===== src/rtl/acdd_pkg.sv =====
`default_nettype none
// ----------------------------------------------------------------------------
// acdd_pkg
// Shared types and codes for the animation channel delta decompressor.
// ----------------------------------------------------------------------------
package acdd_pkg;

    // transaction function codes
    localparam logic [1:0] FUNC_START = 2'd0;
    localparam logic [1:0] FUNC_PUSH  = 2'd1;
    localparam logic [1:0] FUNC_PULL  = 2'd2;

    // result status codes
    localparam logic [1:0] ST_OK       = 2'd0;
    localparam logic [1:0] ST_NEED     = 2'd1;
    localparam logic [1:0] ST_NOSTREAM = 2'd2;
    localparam logic [1:0] ST_OVERFLOW = 2'd3;

    // decode modes
    localparam logic [1:0] MODE_ZERO  = 2'd0;
    localparam logic [1:0] MODE_SAME  = 2'd1;
    localparam logic [1:0] MODE_KEYS  = 2'd2;
    localparam logic [1:0] MODE_DELTA = 2'd3;

    // stream phase
    localparam logic [1:0] PH_IDLE   = 2'd0;
    localparam logic [1:0] PH_HEADER = 2'd1;
    localparam logic [1:0] PH_RUN    = 2'd2;

    // header opcodes with a fixed meaning
    localparam logic [3:0] OP_ZERO = 4'h0;
    localparam logic [3:0] OP_SAME = 4'hE;
    localparam logic [3:0] OP_KEYS = 4'hF;

    localparam int DELTA_W = 17;

    // byte queue control
    typedef struct packed {
        logic       push;
        logic [7:0] data;
        logic [1:0] pop;
        logic       clear;
    } t_q_ctrl;

endpackage
`default_nettype wire


===== src/rtl/acdd_divider.sv =====
`default_nettype none
// ----------------------------------------------------------------------------
// acdd_divider
// Restoring signed divider, one quotient bit per cycle, truncating to zero.
// ----------------------------------------------------------------------------
module acdd_divider (
    input  wire logic                                 i_clk,
    input  wire logic                                 i_rst_n,
    input  wire logic                                 i_start,
    input  wire logic signed [acdd_pkg::DELTA_W-1:0]  i_dividend,
    input  wire logic        [4:0]                    i_divisor,
    output logic                                      o_done,
    output logic signed [acdd_pkg::DELTA_W-1:0]       o_quotient
);
    localparam int W = acdd_pkg::DELTA_W;

    logic [W-1:0] r_quo, n_quo;
    logic [3:0]   r_rem, n_rem;
    logic [4:0]   r_div, n_div;
    logic [4:0]   r_cnt, n_cnt;
    logic         r_neg, n_neg;
    logic         r_busy, n_busy;
    logic         r_done, n_done;
    logic [4:0]   rem2;

    always_comb begin
        n_quo  = r_quo;
        n_rem  = r_rem;
        n_div  = r_div;
        n_cnt  = r_cnt;
        n_neg  = r_neg;
        n_busy = r_busy;
        n_done = 1'b0;
        rem2   = {r_rem, r_quo[W-1]};
        if (i_start) begin
            n_neg  = i_dividend[W-1];
            n_quo  = i_dividend[W-1] ? W'(-i_dividend) : W'(i_dividend);
            n_rem  = '0;
            n_div  = i_divisor;
            n_cnt  = 5'(W);
            n_busy = 1'b1;
        end else if (r_busy) begin
            if (rem2 >= r_div) begin
                n_rem = 4'(rem2 - r_div);
                n_quo = {r_quo[W-2:0], 1'b1};
            end else begin
                n_rem = rem2[3:0];
                n_quo = {r_quo[W-2:0], 1'b0};
            end
            n_cnt = r_cnt - 5'd1;
            if (r_cnt == 5'd1) begin
                n_busy = 1'b0;
                n_done = 1'b1;
            end
        end
    end

    always_ff @(posedge i_clk) begin
        if (!i_rst_n) begin
            r_busy <= 1'b0;
            r_done <= 1'b0;
            r_cnt  <= '0;
        end else begin
            r_busy <= n_busy;
            r_done <= n_done;
            r_cnt  <= n_cnt;
        end
        r_quo <= n_quo;
        r_rem <= n_rem;
        r_div <= n_div;
        r_neg <= n_neg;
    end

    assign o_done     = r_done;
    assign o_quotient = r_neg ? $signed(W'(-r_quo)) : $signed(r_quo);

endmodule
`default_nettype wire


===== src/rtl/acdd_byte_queue.sv =====
`default_nettype none
// ----------------------------------------------------------------------------
// acdd_byte_queue
// Source byte FIFO; head three bytes visible, pops up to three at once.
// ----------------------------------------------------------------------------
module acdd_byte_queue #(
    parameter int DEPTH = 4
) (
    input  wire logic                       i_clk,
    input  wire logic                       i_rst_n,
    input  wire acdd_pkg::t_q_ctrl          i_ctrl,
    output logic [$clog2(DEPTH+1)-1:0]      o_count,
    output logic [7:0]                      o_byte0,
    output logic [7:0]                      o_byte1,
    output logic [7:0]                      o_byte2
);
    localparam int CW = $clog2(DEPTH+1);

    logic [7:0]    r_q [DEPTH];
    logic [CW-1:0] r_count;
    logic [1:0]    pop_eff;

    // pop never takes more than is queued
    assign pop_eff = (CW'(i_ctrl.pop) > r_count) ? r_count[1:0] : i_ctrl.pop;

    for (genvar g = 0; g < DEPTH; g++) begin : g_slot
        localparam int G1 = (g + 1 < DEPTH) ? g + 1 : g;
        localparam int G2 = (g + 2 < DEPTH) ? g + 2 : g;
        localparam int G3 = (g + 3 < DEPTH) ? g + 3 : g;
        always_ff @(posedge i_clk) begin
            if (i_ctrl.push && r_count == CW'(g)) begin
                r_q[g] <= i_ctrl.data;
            end else begin
                unique case (pop_eff)
                    2'd1:    r_q[g] <= r_q[G1];
                    2'd2:    r_q[g] <= r_q[G2];
                    2'd3:    r_q[g] <= r_q[G3];
                    default: r_q[g] <= r_q[g];
                endcase
            end
        end
    end

    always_ff @(posedge i_clk) begin
        if (!i_rst_n || i_ctrl.clear) begin
            r_count <= '0;
        end else if (i_ctrl.push) begin
            r_count <= r_count + CW'(1);
        end else begin
            r_count <= r_count - CW'(pop_eff);
        end
    end

    assign o_count  = r_count;
    assign o_byte0  = (r_count > CW'(0)) ? r_q[0] : 8'd0;
    assign o_byte1  = (r_count > CW'(1)) ? r_q[1] : 8'd0;
    assign o_byte2  = (r_count > CW'(2)) ? r_q[2] : 8'd0;

endmodule
`default_nettype wire


===== src/rtl/anim_channel_delta_decompressor_unit.sv =====
`default_nettype none
// ----------------------------------------------------------------------------
// anim_channel_delta_decompressor_unit
// Decodes one compressed stream of 16-bit animation samples.
// ----------------------------------------------------------------------------
// A start transaction opens a stream (length, destination stride); push
// transactions feed source bytes into a small queue; each pull returns the
// next sample or a status saying why it cannot. The block takes one
// transaction at a time. A pull that lands inside an interpolated segment
// waits on the restoring divider, which forms delta / segment length one
// quotient bit per cycle. The result register frees the input side: a new
// transaction is accepted while the previous result still waits downstream.
// Header low nibble: 0 zero fill, 14 repeat value, 15 raw 16-bit keys,
// 1..13 packed signed deltas of nibble+1 bits, MSB first.
// ----------------------------------------------------------------------------
module anim_channel_delta_decompressor_unit #(
    parameter int BYTE_QUEUE_DEPTH = 4
) (
    input  wire logic               i_clk,
    input  wire logic               i_rst_n,
    // input channel
    input  wire logic               i_in_valid,
    output logic                    o_in_stall,
    input  wire logic [1:0]         i_func,
    input  wire logic [7:0]         i_data_byte,
    input  wire logic [15:0]        i_stream_length,
    input  wire logic [7:0]         i_step_size,
    // result channel
    output logic                    o_out_valid,
    input  wire logic               i_out_stall,
    output logic [1:0]              o_status,
    output logic signed [15:0]      o_sample,
    output logic [23:0]             o_dest_offset,
    output logic                    o_last_sample,
    output logic [17:0]             o_bytes_used
);
    localparam int CW = $clog2(BYTE_QUEUE_DEPTH+1);
    localparam int DW = acdd_pkg::DELTA_W;

    typedef enum logic [4:0] {
        S_READY = 5'b00001,
        S_EXEC  = 5'b00010,
        S_DIV   = 5'b00100,
        S_FIN   = 5'b01000,
        S_EMIT  = 5'b10000
    } t_state;

    t_state r_state, n_state;

    // latched transaction
    logic [1:0]  r_func, n_func;
    logic [7:0]  r_data, n_data;
    logic [15:0] r_len, n_len;
    logic [7:0]  r_stp, n_stp;

    // stream state
    logic [1:0]          r_mode, n_mode;
    logic [4:0]          r_dbits, n_dbits;
    logic [4:0]          r_isteps, n_isteps;
    logic [15:0]         r_run, n_run;
    logic [15:0]         r_base, n_base;
    logic signed [DW-1:0] r_sdelta, n_sdelta;
    logic [4:0]          r_sstep, n_sstep;
    logic [4:0]          r_slen, n_slen;
    logic [15:0]         r_left, n_left;
    logic [15:0]         r_index, n_index;
    logic [2:0]          r_boff, n_boff;
    logic [1:0]          r_phase, n_phase;
    logic [7:0]          r_stride, n_stride;
    logic [17:0]         r_btotal, n_btotal;
    logic [15:0]         r_value, n_value;
    logic                r_is_run, n_is_run;

    // staged result
    logic [1:0]  r_rstat, n_rstat;
    logic [15:0] r_rsmp, n_rsmp;
    logic [23:0] r_rdest, n_rdest;
    logic        r_rlast, n_rlast;
    logic [17:0] r_rused, n_rused;

    // output register
    logic        r_ovalid, n_ovalid;
    logic [1:0]  r_ostat, n_ostat;
    logic [15:0] r_osmp, n_osmp;
    logic [23:0] r_odest, n_odest;
    logic        r_olast, n_olast;
    logic [17:0] r_oused, n_oused;

    // queue and divider
    acdd_pkg::t_q_ctrl q_ctrl;
    logic [CW-1:0] q_count;
    logic [7:0]    qb0, qb1, qb2;
    logic          div_start, div_done;
    logic signed [DW-1:0] div_quot;

    logic accept, out_free;

    // decode helpers
    logic [3:0]  op;
    logic [1:0]  hdr_need;
    logic [15:0] hdr_val;
    logic [5:0]  bit_sum;
    logic [1:0]  d_need, d_pop;
    logic [23:0] win_sh;
    logic signed [23:0] win_s;
    logic signed [DW-1:0] d_val, k_val;
    logic [15:0] key;
    logic [4:0]  n_plus, seg_new;
    logic        load;
    logic [4:0]  eff_len, eff_step, kk;
    logic signed [DW-1:0] eff_delta;
    logic [15:0] eff_base;
    logic [15:0] new_left, new_index;
    logic        pad;

    acdd_byte_queue #(.DEPTH(BYTE_QUEUE_DEPTH)) u_queue (
        .i_clk   (i_clk),
        .i_rst_n (i_rst_n),
        .i_ctrl  (q_ctrl),
        .o_count (q_count),
        .o_byte0 (qb0),
        .o_byte1 (qb1),
        .o_byte2 (qb2)
    );

    acdd_divider u_div (
        .i_clk     (i_clk),
        .i_rst_n   (i_rst_n),
        .i_start   (div_start),
        .i_dividend(eff_delta),
        .i_divisor (eff_len),
        .o_done    (div_done),
        .o_quotient(div_quot)
    );

    assign o_in_stall = (r_state != S_READY);
    assign accept     = i_in_valid && !o_in_stall;
    assign out_free   = !r_ovalid || !i_out_stall;

    // header fields
    assign op       = qb0[3:0];
    assign hdr_need = (op == acdd_pkg::OP_ZERO) ? 2'd1 : 2'd3;
    assign hdr_val  = (op == acdd_pkg::OP_ZERO) ? 16'd0 : {qb2, qb1};

    // packed delta: align window at the bit offset, sign-extend the top field
    assign bit_sum = 6'({3'd0, r_boff}) + 6'({1'b0, r_dbits});
    assign d_need  = 2'((bit_sum + 6'd7) >> 3);
    assign d_pop   = 2'(bit_sum >> 3);
    assign win_sh  = {qb0, qb1, qb2} << r_boff;
    assign win_s   = $signed(win_sh) >>> (5'd24 - r_dbits);
    assign d_val   = win_s[DW-1:0];

    // raw key difference
    assign key   = {qb1, qb0};
    assign k_val = $signed({key[15], key}) - $signed({r_run[15], r_run});

    // segment setup
    assign n_plus  = r_isteps + 5'd1;
    assign seg_new = (r_left >= 16'(n_plus)) ? n_plus : r_left[4:0];
    assign load    = (r_slen == 5'd0);
    assign eff_len   = load ? seg_new : r_slen;
    assign eff_step  = load ? 5'd0 : r_sstep;
    assign eff_base  = load ? r_run : r_base;
    assign eff_delta = load ? ((r_mode == acdd_pkg::MODE_KEYS) ? k_val : d_val) : r_sdelta;
    assign kk        = eff_step + 5'd1;

    assign new_left  = r_left - 16'd1;
    assign new_index = r_is_run ? r_index + 16'd1 : r_index;
    assign pad       = (new_left == 16'd0) && (r_mode == acdd_pkg::MODE_DELTA)
                       && (r_boff != 3'd0);

    always_comb begin
        n_state  = r_state;
        n_func   = r_func;
        n_data   = r_data;
        n_len    = r_len;
        n_stp    = r_stp;
        n_mode   = r_mode;
        n_dbits  = r_dbits;
        n_isteps = r_isteps;
        n_run    = r_run;
        n_base   = r_base;
        n_sdelta = r_sdelta;
        n_sstep  = r_sstep;
        n_slen   = r_slen;
        n_left   = r_left;
        n_index  = r_index;
        n_boff   = r_boff;
        n_phase  = r_phase;
        n_stride = r_stride;
        n_btotal = r_btotal;
        n_value  = r_value;
        n_is_run = r_is_run;
        n_rstat  = r_rstat;
        n_rsmp   = r_rsmp;
        n_rdest  = r_rdest;
        n_rlast  = r_rlast;
        n_rused  = r_rused;
        n_ovalid = r_ovalid && i_out_stall;
        n_ostat  = r_ostat;
        n_osmp   = r_osmp;
        n_odest  = r_odest;
        n_olast  = r_olast;
        n_oused  = r_oused;
        q_ctrl   = '0;
        q_ctrl.data = r_data;
        div_start = 1'b0;

        unique case (r_state)
            S_READY: begin
                if (accept) begin
                    n_func  = i_func;
                    n_data  = i_data_byte;
                    n_len   = i_stream_length;
                    n_stp   = i_step_size;
                    n_state = S_EXEC;
                end
            end

            S_EXEC: begin
                // status-only result unless a sample path overrides
                n_rsmp  = '0;
                n_rdest = '0;
                n_rlast = 1'b0;
                n_rused = '0;
                n_state = S_READY;
                if (r_func == acdd_pkg::FUNC_START) begin
                    n_mode   = acdd_pkg::MODE_ZERO;
                    n_dbits  = '0;
                    n_isteps = '0;
                    n_run    = '0;
                    n_base   = '0;
                    n_sdelta = '0;
                    n_sstep  = '0;
                    n_slen   = '0;
                    n_index  = '0;
                    n_boff   = '0;
                    n_btotal = '0;
                    n_stride = r_stp;
                    n_left   = r_len;
                    n_phase  = (r_len != 16'd0) ? acdd_pkg::PH_HEADER : acdd_pkg::PH_IDLE;
                    q_ctrl.clear = 1'b1;
                end else if (r_func == acdd_pkg::FUNC_PUSH) begin
                    if (r_phase == acdd_pkg::PH_IDLE) begin
                        n_rstat = acdd_pkg::ST_NOSTREAM;
                        n_state = S_EMIT;
                    end else if (q_count >= CW'(BYTE_QUEUE_DEPTH)) begin
                        n_rstat = acdd_pkg::ST_OVERFLOW;
                        n_state = S_EMIT;
                    end else begin
                        q_ctrl.push = 1'b1;
                    end
                end else if (r_func == acdd_pkg::FUNC_PULL) begin
                    if (r_phase == acdd_pkg::PH_IDLE) begin
                        n_rstat = acdd_pkg::ST_NOSTREAM;
                        n_state = S_EMIT;
                    end else if (r_phase == acdd_pkg::PH_HEADER) begin
                        if (q_count == CW'(0) || q_count < CW'(hdr_need)) begin
                            n_rstat = acdd_pkg::ST_NEED;
                            n_state = S_EMIT;
                        end else begin
                            priority if (op == acdd_pkg::OP_ZERO) n_mode = acdd_pkg::MODE_ZERO;
                            else if (op == acdd_pkg::OP_SAME) n_mode = acdd_pkg::MODE_SAME;
                            else if (op == acdd_pkg::OP_KEYS) n_mode = acdd_pkg::MODE_KEYS;
                            else n_mode = acdd_pkg::MODE_DELTA;
                            n_dbits  = 5'({1'b0, op}) + 5'd1;
                            n_isteps = {1'b0, qb0[7:4]};
                            q_ctrl.pop = hdr_need;
                            n_btotal = r_btotal + 18'(hdr_need);
                            n_run    = hdr_val;
                            n_base   = hdr_val;
                            n_value  = hdr_val;
                            n_sdelta = '0;
                            n_sstep  = '0;
                            n_slen   = '0;
                            n_boff   = '0;
                            n_index  = '0;
                            n_phase  = acdd_pkg::PH_RUN;
                            n_is_run = 1'b0;
                            n_state  = S_FIN;
                        end
                    end else if (r_mode == acdd_pkg::MODE_KEYS ||
                                 r_mode == acdd_pkg::MODE_DELTA) begin
                        n_is_run = 1'b1;
                        if (load && r_mode == acdd_pkg::MODE_KEYS && q_count < CW'(2)) begin
                            n_rstat = acdd_pkg::ST_NEED;
                            n_state = S_EMIT;
                        end else if (load && r_mode == acdd_pkg::MODE_DELTA &&
                                     q_count < CW'(d_need)) begin
                            n_rstat = acdd_pkg::ST_NEED;
                            n_state = S_EMIT;
                        end else begin
                            if (load) begin
                                if (r_mode == acdd_pkg::MODE_KEYS) begin
                                    q_ctrl.pop = 2'd2;
                                    n_btotal   = r_btotal + 18'd2;
                                end else begin
                                    q_ctrl.pop = d_pop;
                                    n_btotal   = r_btotal + 18'(d_pop);
                                    n_boff     = bit_sum[2:0];
                                end
                                n_sdelta = eff_delta;
                                n_base   = eff_base;
                            end
                            if (kk >= eff_len) begin
                                // segment end lands exactly on base + delta
                                n_value = eff_base + 16'(eff_delta);
                                n_run   = eff_base + 16'(eff_delta);
                                n_slen  = '0;
                                n_sstep = '0;
                                n_state = S_FIN;
                            end else begin
                                n_slen    = eff_len;
                                n_sstep   = kk;
                                div_start = 1'b1;
                                n_state   = S_DIV;
                            end
                        end
                    end else begin
                        n_is_run = 1'b1;
                        n_value  = (r_mode == acdd_pkg::MODE_ZERO) ? 16'd0 : r_run;
                        n_state  = S_FIN;
                    end
                end
            end

            S_DIV: begin
                if (div_done) begin
                    n_value = r_run + 16'(div_quot);
                    n_run   = r_run + 16'(div_quot);
                    n_state = S_FIN;
                end
            end

            S_FIN: begin
                n_index = new_index;
                n_left  = new_left;
                n_rstat = acdd_pkg::ST_OK;
                n_rsmp  = r_value;
                n_rdest = 24'(new_index) * 24'(r_stride);
                n_rlast = (new_left == 16'd0);
                n_rused = '0;
                if (new_left == 16'd0) begin
                    // close the stream; a partly used delta byte goes too
                    if (pad) begin
                        q_ctrl.pop = 2'd1;
                        n_boff     = '0;
                    end
                    n_phase = acdd_pkg::PH_IDLE;
                    n_rused = r_btotal + ((pad && q_count != CW'(0)) ? 18'd1 : 18'd0);
                    n_btotal = n_rused;
                end
                n_state = S_EMIT;
            end

            S_EMIT: begin
                if (out_free) begin
                    n_ovalid = 1'b1;
                    n_ostat  = r_rstat;
                    n_osmp   = r_rsmp;
                    n_odest  = r_rdest;
                    n_olast  = r_rlast;
                    n_oused  = r_rused;
                    n_state  = S_READY;
                end
            end

            default: n_state = S_READY;
        endcase
    end

    always_ff @(posedge i_clk) begin
        if (!i_rst_n) begin
            r_state  <= S_READY;
            r_mode   <= acdd_pkg::MODE_ZERO;
            r_dbits  <= '0;
            r_isteps <= '0;
            r_run    <= '0;
            r_base   <= '0;
            r_sdelta <= '0;
            r_sstep  <= '0;
            r_slen   <= '0;
            r_left   <= '0;
            r_index  <= '0;
            r_boff   <= '0;
            r_phase  <= acdd_pkg::PH_IDLE;
            r_stride <= 8'd1;
            r_btotal <= '0;
            r_is_run <= 1'b0;
            r_ovalid <= 1'b0;
        end else begin
            r_state  <= n_state;
            r_mode   <= n_mode;
            r_dbits  <= n_dbits;
            r_isteps <= n_isteps;
            r_run    <= n_run;
            r_base   <= n_base;
            r_sdelta <= n_sdelta;
            r_sstep  <= n_sstep;
            r_slen   <= n_slen;
            r_left   <= n_left;
            r_index  <= n_index;
            r_boff   <= n_boff;
            r_phase  <= n_phase;
            r_stride <= n_stride;
            r_btotal <= n_btotal;
            r_is_run <= n_is_run;
            r_ovalid <= n_ovalid;
        end
        r_func  <= n_func;
        r_data  <= n_data;
        r_len   <= n_len;
        r_stp   <= n_stp;
        r_value <= n_value;
        r_rstat <= n_rstat;
        r_rsmp  <= n_rsmp;
        r_rdest <= n_rdest;
        r_rlast <= n_rlast;
        r_rused <= n_rused;
        r_ostat <= n_ostat;
        r_osmp  <= n_osmp;
        r_odest <= n_odest;
        r_olast <= n_olast;
        r_oused <= n_oused;
    end

    assign o_out_valid   = r_ovalid;
    assign o_status      = r_ostat;
    assign o_sample      = $signed(r_osmp);
    assign o_dest_offset = r_odest;
    assign o_last_sample = r_olast;
    assign o_bytes_used  = r_oused;

    // a staged result that finds the output free is shown next cycle
    a_emit_loads: assert property (@(posedge i_clk) disable iff (!i_rst_n)
        (r_state == S_EMIT && out_free) |=> o_out_valid)
        else $error("staged result not loaded into output register");

    // queue never holds more than its depth
    a_queue_bound: assert property (@(posedge i_clk) disable iff (!i_rst_n)
        q_count <= CW'(BYTE_QUEUE_DEPTH))
        else $error("byte queue count exceeds depth");

    // divider finishes only while the sequencer waits on it
    a_div_owner: assert property (@(posedge i_clk) disable iff (!i_rst_n)
        div_done |-> r_state == S_DIV)
        else $error("divider done outside divide state");

    // the last sample is always a good sample
    a_last_ok: assert property (@(posedge i_clk) disable iff (!i_rst_n)
        (o_out_valid && o_last_sample) |-> o_status == acdd_pkg::ST_OK)
        else $error("last sample flagged on a status result");

endmodule
`default_nettype wire


===== config.mk =====
export PLATFORM = sky130hd
export DESIGN_NAME = anim_channel_delta_decompressor_unit
export DESIGN_NICKNAME = d
export VERILOG_FILES = /design/src/rtl/acdd_pkg.sv /design/src/rtl/acdd_divider.sv /design/src/rtl/acdd_byte_queue.sv /design/src/rtl/anim_channel_delta_decompressor_unit.sv
export SDC_FILE = /design/constraint.sdc
export NUM_CORES = 1
export LEC_CHECK = 0
export BUFFER_PORTS_ARGS = -buffer_cell sky130_fd_sc_hd__buf_2
export CAP_MARGIN = 20
export CORE_ASPECT_RATIO = 0.6
export CORE_MARGIN = 2
export CORE_UTILIZATION = 49
export CTS_CLUSTER_SIZE = 8
export DETAILED_ROUTE_END_ITERATION = 7
export HOLD_SLACK_MARGIN = 0.05
export MAX_ROUTING_LAYER = met4
export PLACE_DENSITY = 0.75
export SETUP_SLACK_MARGIN = 0.3
export SKIP_CTS_REPAIR_TIMING = 1
export SLEW_MARGIN = 20
export SYNTH_ARGS = -nofsm -noshare
export SYNTH_HDL_FRONTEND = slang
export SYNTH_SLANG_ARGS = --single-unit

===== constraint.sdc =====
create_clock -name i_clk -period 8.5 [get_ports i_clk]
set_clock_uncertainty 0.15 [all_clocks]
set_input_delay 1.7 -clock i_clk [delete_from_list [all_inputs] [get_ports i_clk]]
set_output_delay 1.7 -clock i_clk [all_outputs]
set_load 0.01 [all_outputs]

==> flow_summary_export.csv <==
group,metric,value,unit
sta,hold_violations,0,
drt,viasPerCell,6.17,
setup_path,crit_path_top_delay_cell,"dfxtp_2",
global_routing,grt_pass1_vias,21700,
drt,drc,0,
placement,place_area,28600,um^2
power_and_ir_drop,p_sw,0.00127,W
sta,finalSetupViolations,0,
floorplan,die_y,187,um
clock_network,clock_sinks,381,
floorplan,initial_core_util,0.494,
sta,fin_ws,1.45,ns
drt,vias,24100,
finish,area_growth,9.91,%
logic_synthesis,synth_cell_type_count,108,
sta,finalCriticalPeriod,7.05,ns
placement,pre_cts_slack,1.64,ns
global_routing,grt_pass1_wl,128,mm
power_and_ir_drop,peakVddDrop,0.161,mV
logic_synthesis,synth_fp_nets,3350,
power_and_ir_drop,power_frac_comb,0.125,
drt,drt_iter0_drc,3550,
logic_synthesis,synth_seq_cells,381,
setup_path,cp-start-kind,"flip-flop",
drt,ant_nets,0,
logic_synthesis,ys_seq_area_frac,0.361,
sta,hold_slack,0.253,ns
setup_path,r2r_setup_slack,1.45,ns
drt,routed.top_layer,"met4",
drt,wl_met3,13.0,mm
sta,worst_slew_pin_slew,1.07,ns
power_and_ir_drop,switching_share,0.270,
power_and_ir_drop,leakage,11.6,nW
setup_path,cp-end-kind,"flip-flop",
sta,slew_headroom,0.282,
sta,rsz0062_at_grt,"false",
finish,nFillCells,4948,
setup_path,critPathCapture,"u_queue.r_q[2][0]$_DFFE_PP_",
finish,layout-drive-gt1-share,0.0962,
setup_path,worstPathCellList,"ha_1 -> fa_1 -> a21o_1 -> nand2_1 -> xnor2_1 -> inv_1 -> xnor2_1 -> ha_1 -> o21ai_0 -> a22oi_1 -> o21bai_1 -> nor2_1 -> o21ai_0 -> a21oi_1 -> ha_1 -> nor2b_1 -> o21ai_0 -> mux2i_1 -> ha_1 -> nor2_1 -> a21boi_1 -> mux2_2",
setup_path,r2r-start,"r_boff[0]$_SDFFE_PN0P_",
setup_path,crit_type,"flip-flop to flip-flop",
drt,dr_wl_met2,30.5,mm
sta,layout_worst_path_cycle_share,0.830,
status,status,"finished clean",
power_and_ir_drop,clock_power_share,0.429,
sta,setup_tns,0,ns
floorplan,num_rows,67,
setup_path,reg2reg_to,"u_queue.r_q[2][0]$_DFFE_PP_",
drt,dr.pass1.iters,8,
global_routing,grt_max_degree,69,
logic_synthesis,synth_area,27500,um^2
setup_path,startpoint,"r_boff[0]$_SDFFE_PN0P_",
drt,drt-met1-wl,38.7,mm
placement,portBuffers,100,
floorplan,die_w,310,um
placement,routabilityCongestion,1.04,
logic_synthesis,synthArstFlopShare,0,
setup_path,r2r_cells,22,
run,max_cap_viol_count,0,
hold_path,holdPathStages,0,
placement,detailed_place_hpwl,61.6,mm
power_and_ir_drop,power_density,156,nW/um^2
logic_synthesis,synthCells,3081,
logic_synthesis,avgSynthCellArea,8.91,um^2
logic_synthesis,yosysWarnings,0,
clock_network,cts_tree,"built",
finish,fin_nets,3375,
drt,routed_wl,83.3,mm
logic_synthesis,synth_flop_cell,"edfxtp_1",
floorplan,num_io_pins,101,
setup_path,critPathMaxStageDelay,0.95,ns
setup_path,timing.critical_path.mode_cell,"ha_1",
clock_network,clkTransAtPathRegs,0.05,ns
global_routing,overflow,0,
setup_path,path_max_fanout,37,
floorplan,fp.dieArea,58000,um^2
drt,wire_per_inst,21.3,um
power_and_ir_drop,pwr-share-seq,0.446,
global_routing,antenna_found_initial,2,
hold_path,hp-class,"flip-flop to flip-flop",
sta,max_freq,0.142,GHz
logic_synthesis,synth_edf_count,227,
setup_path,cp_data_required_time,8.67,ns
global_routing,grtUsageTotal,0.290,
power_and_ir_drop,fin_total_pwr,0.00471,W
clock_network,clock_latency,0.61,ns
clock_network,htree_levels,2,
sta,slew_violations,0,
clock_network,cts_buffers,53,
setup_path,arrival,7.22,ns
power_and_ir_drop,p_int,0.00344,W
clock_network,cts-root-buf,"clkbuf_16",
finish,fin_area,30200,um^2
clock_network,clockBufferDepth,3,
floorplan,core-area,55600,um^2
## registers in the layout (all words and copies together) (netlist names), 17 cells and up
| register | count |
|---|---|
| r_btotal | 18 |
| r_sdelta | 17 |
| r_rdest | 24 |
| r_rused | 18 |
| o_dest_offset | 24 |
| u_queue.r_q | 32 |
| o_bytes_used | 18 |
| u_div.r_quo | 17 |
## cell type report
cell class,instances,area (um^2),area share
flip-flops and latches,381,9900,0.328
clock inverters,2,36.3,0.00120
inverters,189,712,0.0236
repair buffers,151,896,0.0297
diodes,1,2.50,0.0000829
clock buffers,96,1520,0.0503
multi-input cells,2330,16200,0.535
well taps,759,950,0.0315
## synth_stat cells (22+ instances only)
cell	number	area [um^2]
nand2_1	341	1280
nor2_1	308	1160
edfxtp_1	227	6820
a21oi_1	193	966
o21ai_0	187	936
inv_1	183	687
dfxtp_1	154	3080
clkbuf_1	144	541
ha_1	139	1740
fa_1	92	1840
nor3_1	91	455
and2_1	90	563
xnor2_1	90	788
nand3_1	68	340
mux2i_1	54	541
xor2_1	49	429
a211oi_1	34	255
a31oi_1	33	206
o211ai_1	32	240
a22oi_1	30	225
nor2b_1	29	181
nand2b_1	27	169
a21o_1	25	188
o31ai_1	23	173
o221ai_1	22	193
## power groups by stage
stage,logic [W],clock network [W],registers [W]
after floorplan,0.000392,0,0.00212
after global placement,0.000555,0,0.00213
after detailed placement,0.000562,0,0.00214
after CTS,0.000567,0.00205,0.00210
after global routing,0.000642,0.00213,0.00211
final,0.000590,0.00202,0.00210
## worst min path at each step
stage	start	endpoint
after CTS	r_rsmp[9]$_SDFFCE_PN0N_	o_sample[9]$_DFFE_PP_
after detailed placement	r_rused[15]$_SDFFCE_PN0N_	o_bytes_used[15]$_DFFE_PP_
after global placement	r_rused[5]$_SDFFCE_PN0N_	o_bytes_used[5]$_DFFE_PP_
after floorplan	r_rused[0]$_SDFFCE_PN0N_	o_bytes_used[0]$_DFFE_PP_
after global routing	r_rdest[14]$_SDFFCE_PN0N_	o_dest_offset[14]$_DFFE_PP_
final	r_rdest[14]$_SDFFCE_PN0N_	o_dest_offset[14]$_DFFE_PP_
## cell families (layout without fill, tap and decap cells)
| logic type | after synthesis | in the layout | share of synthesized area |
|---|---|---|---|
| mux | 84 | 84 | 0.0355 |
| fa+ha+maj | 231 | 231 | 0.130 |
| flops | 381 | 381 | 0.361 |
| compound gates | 791 | 791 | 0.191 |
| xor+xnor | 141 | 141 | 0.0460 |
| buf+inv | 370 | 438 | 0.0528 |
| simple gates | 1083 | 1083 | 0.184 |
| other cells | 0 | 1 | 0 |
## routing by layer
metal  up-vias  GRT usage
li1      11100          -
met1     11500      0.452
met2      1425      0.343
met3       106      0.117
met4         0     0.0480
met5         -          -
## worst max-delay path: cells and delay by family, from the launching register on
kind                       cells  cell delay (ns)
DFF                            1             0.95
buffers and inverters          1             0.27
and+or+nand+nor                4             0.39
AOI/OAI and AO/OA              8             2.06
adders and majority gates      5             1.49
xor gates and xnor gates       2             0.62
muxes                          2             0.85
## through the flow
step	cells	utilization
after floorplan	3081	-
after global placement	3809	0.514
after detailed placement	3809	0.514
after CTS	3907	0.542
after global routing	3908	0.543
final	3909	0.543
## layout by cell type (no fill, tap or decap), types with 90 or more instances in the layout
cell type,netlist,final
nand2_1,341,340
ha_1,139,139
o21ai_0,187,185
and2_1,90,90
nor3_1,91,90
fa_1,92,92
edfxtp_1,227,227
nor2_1,308,306
inv_1,183,182
buf_2,18,100
a21oi_1,193,191
dfxtp_1,154,153
(Power assumes the default switching activity.)
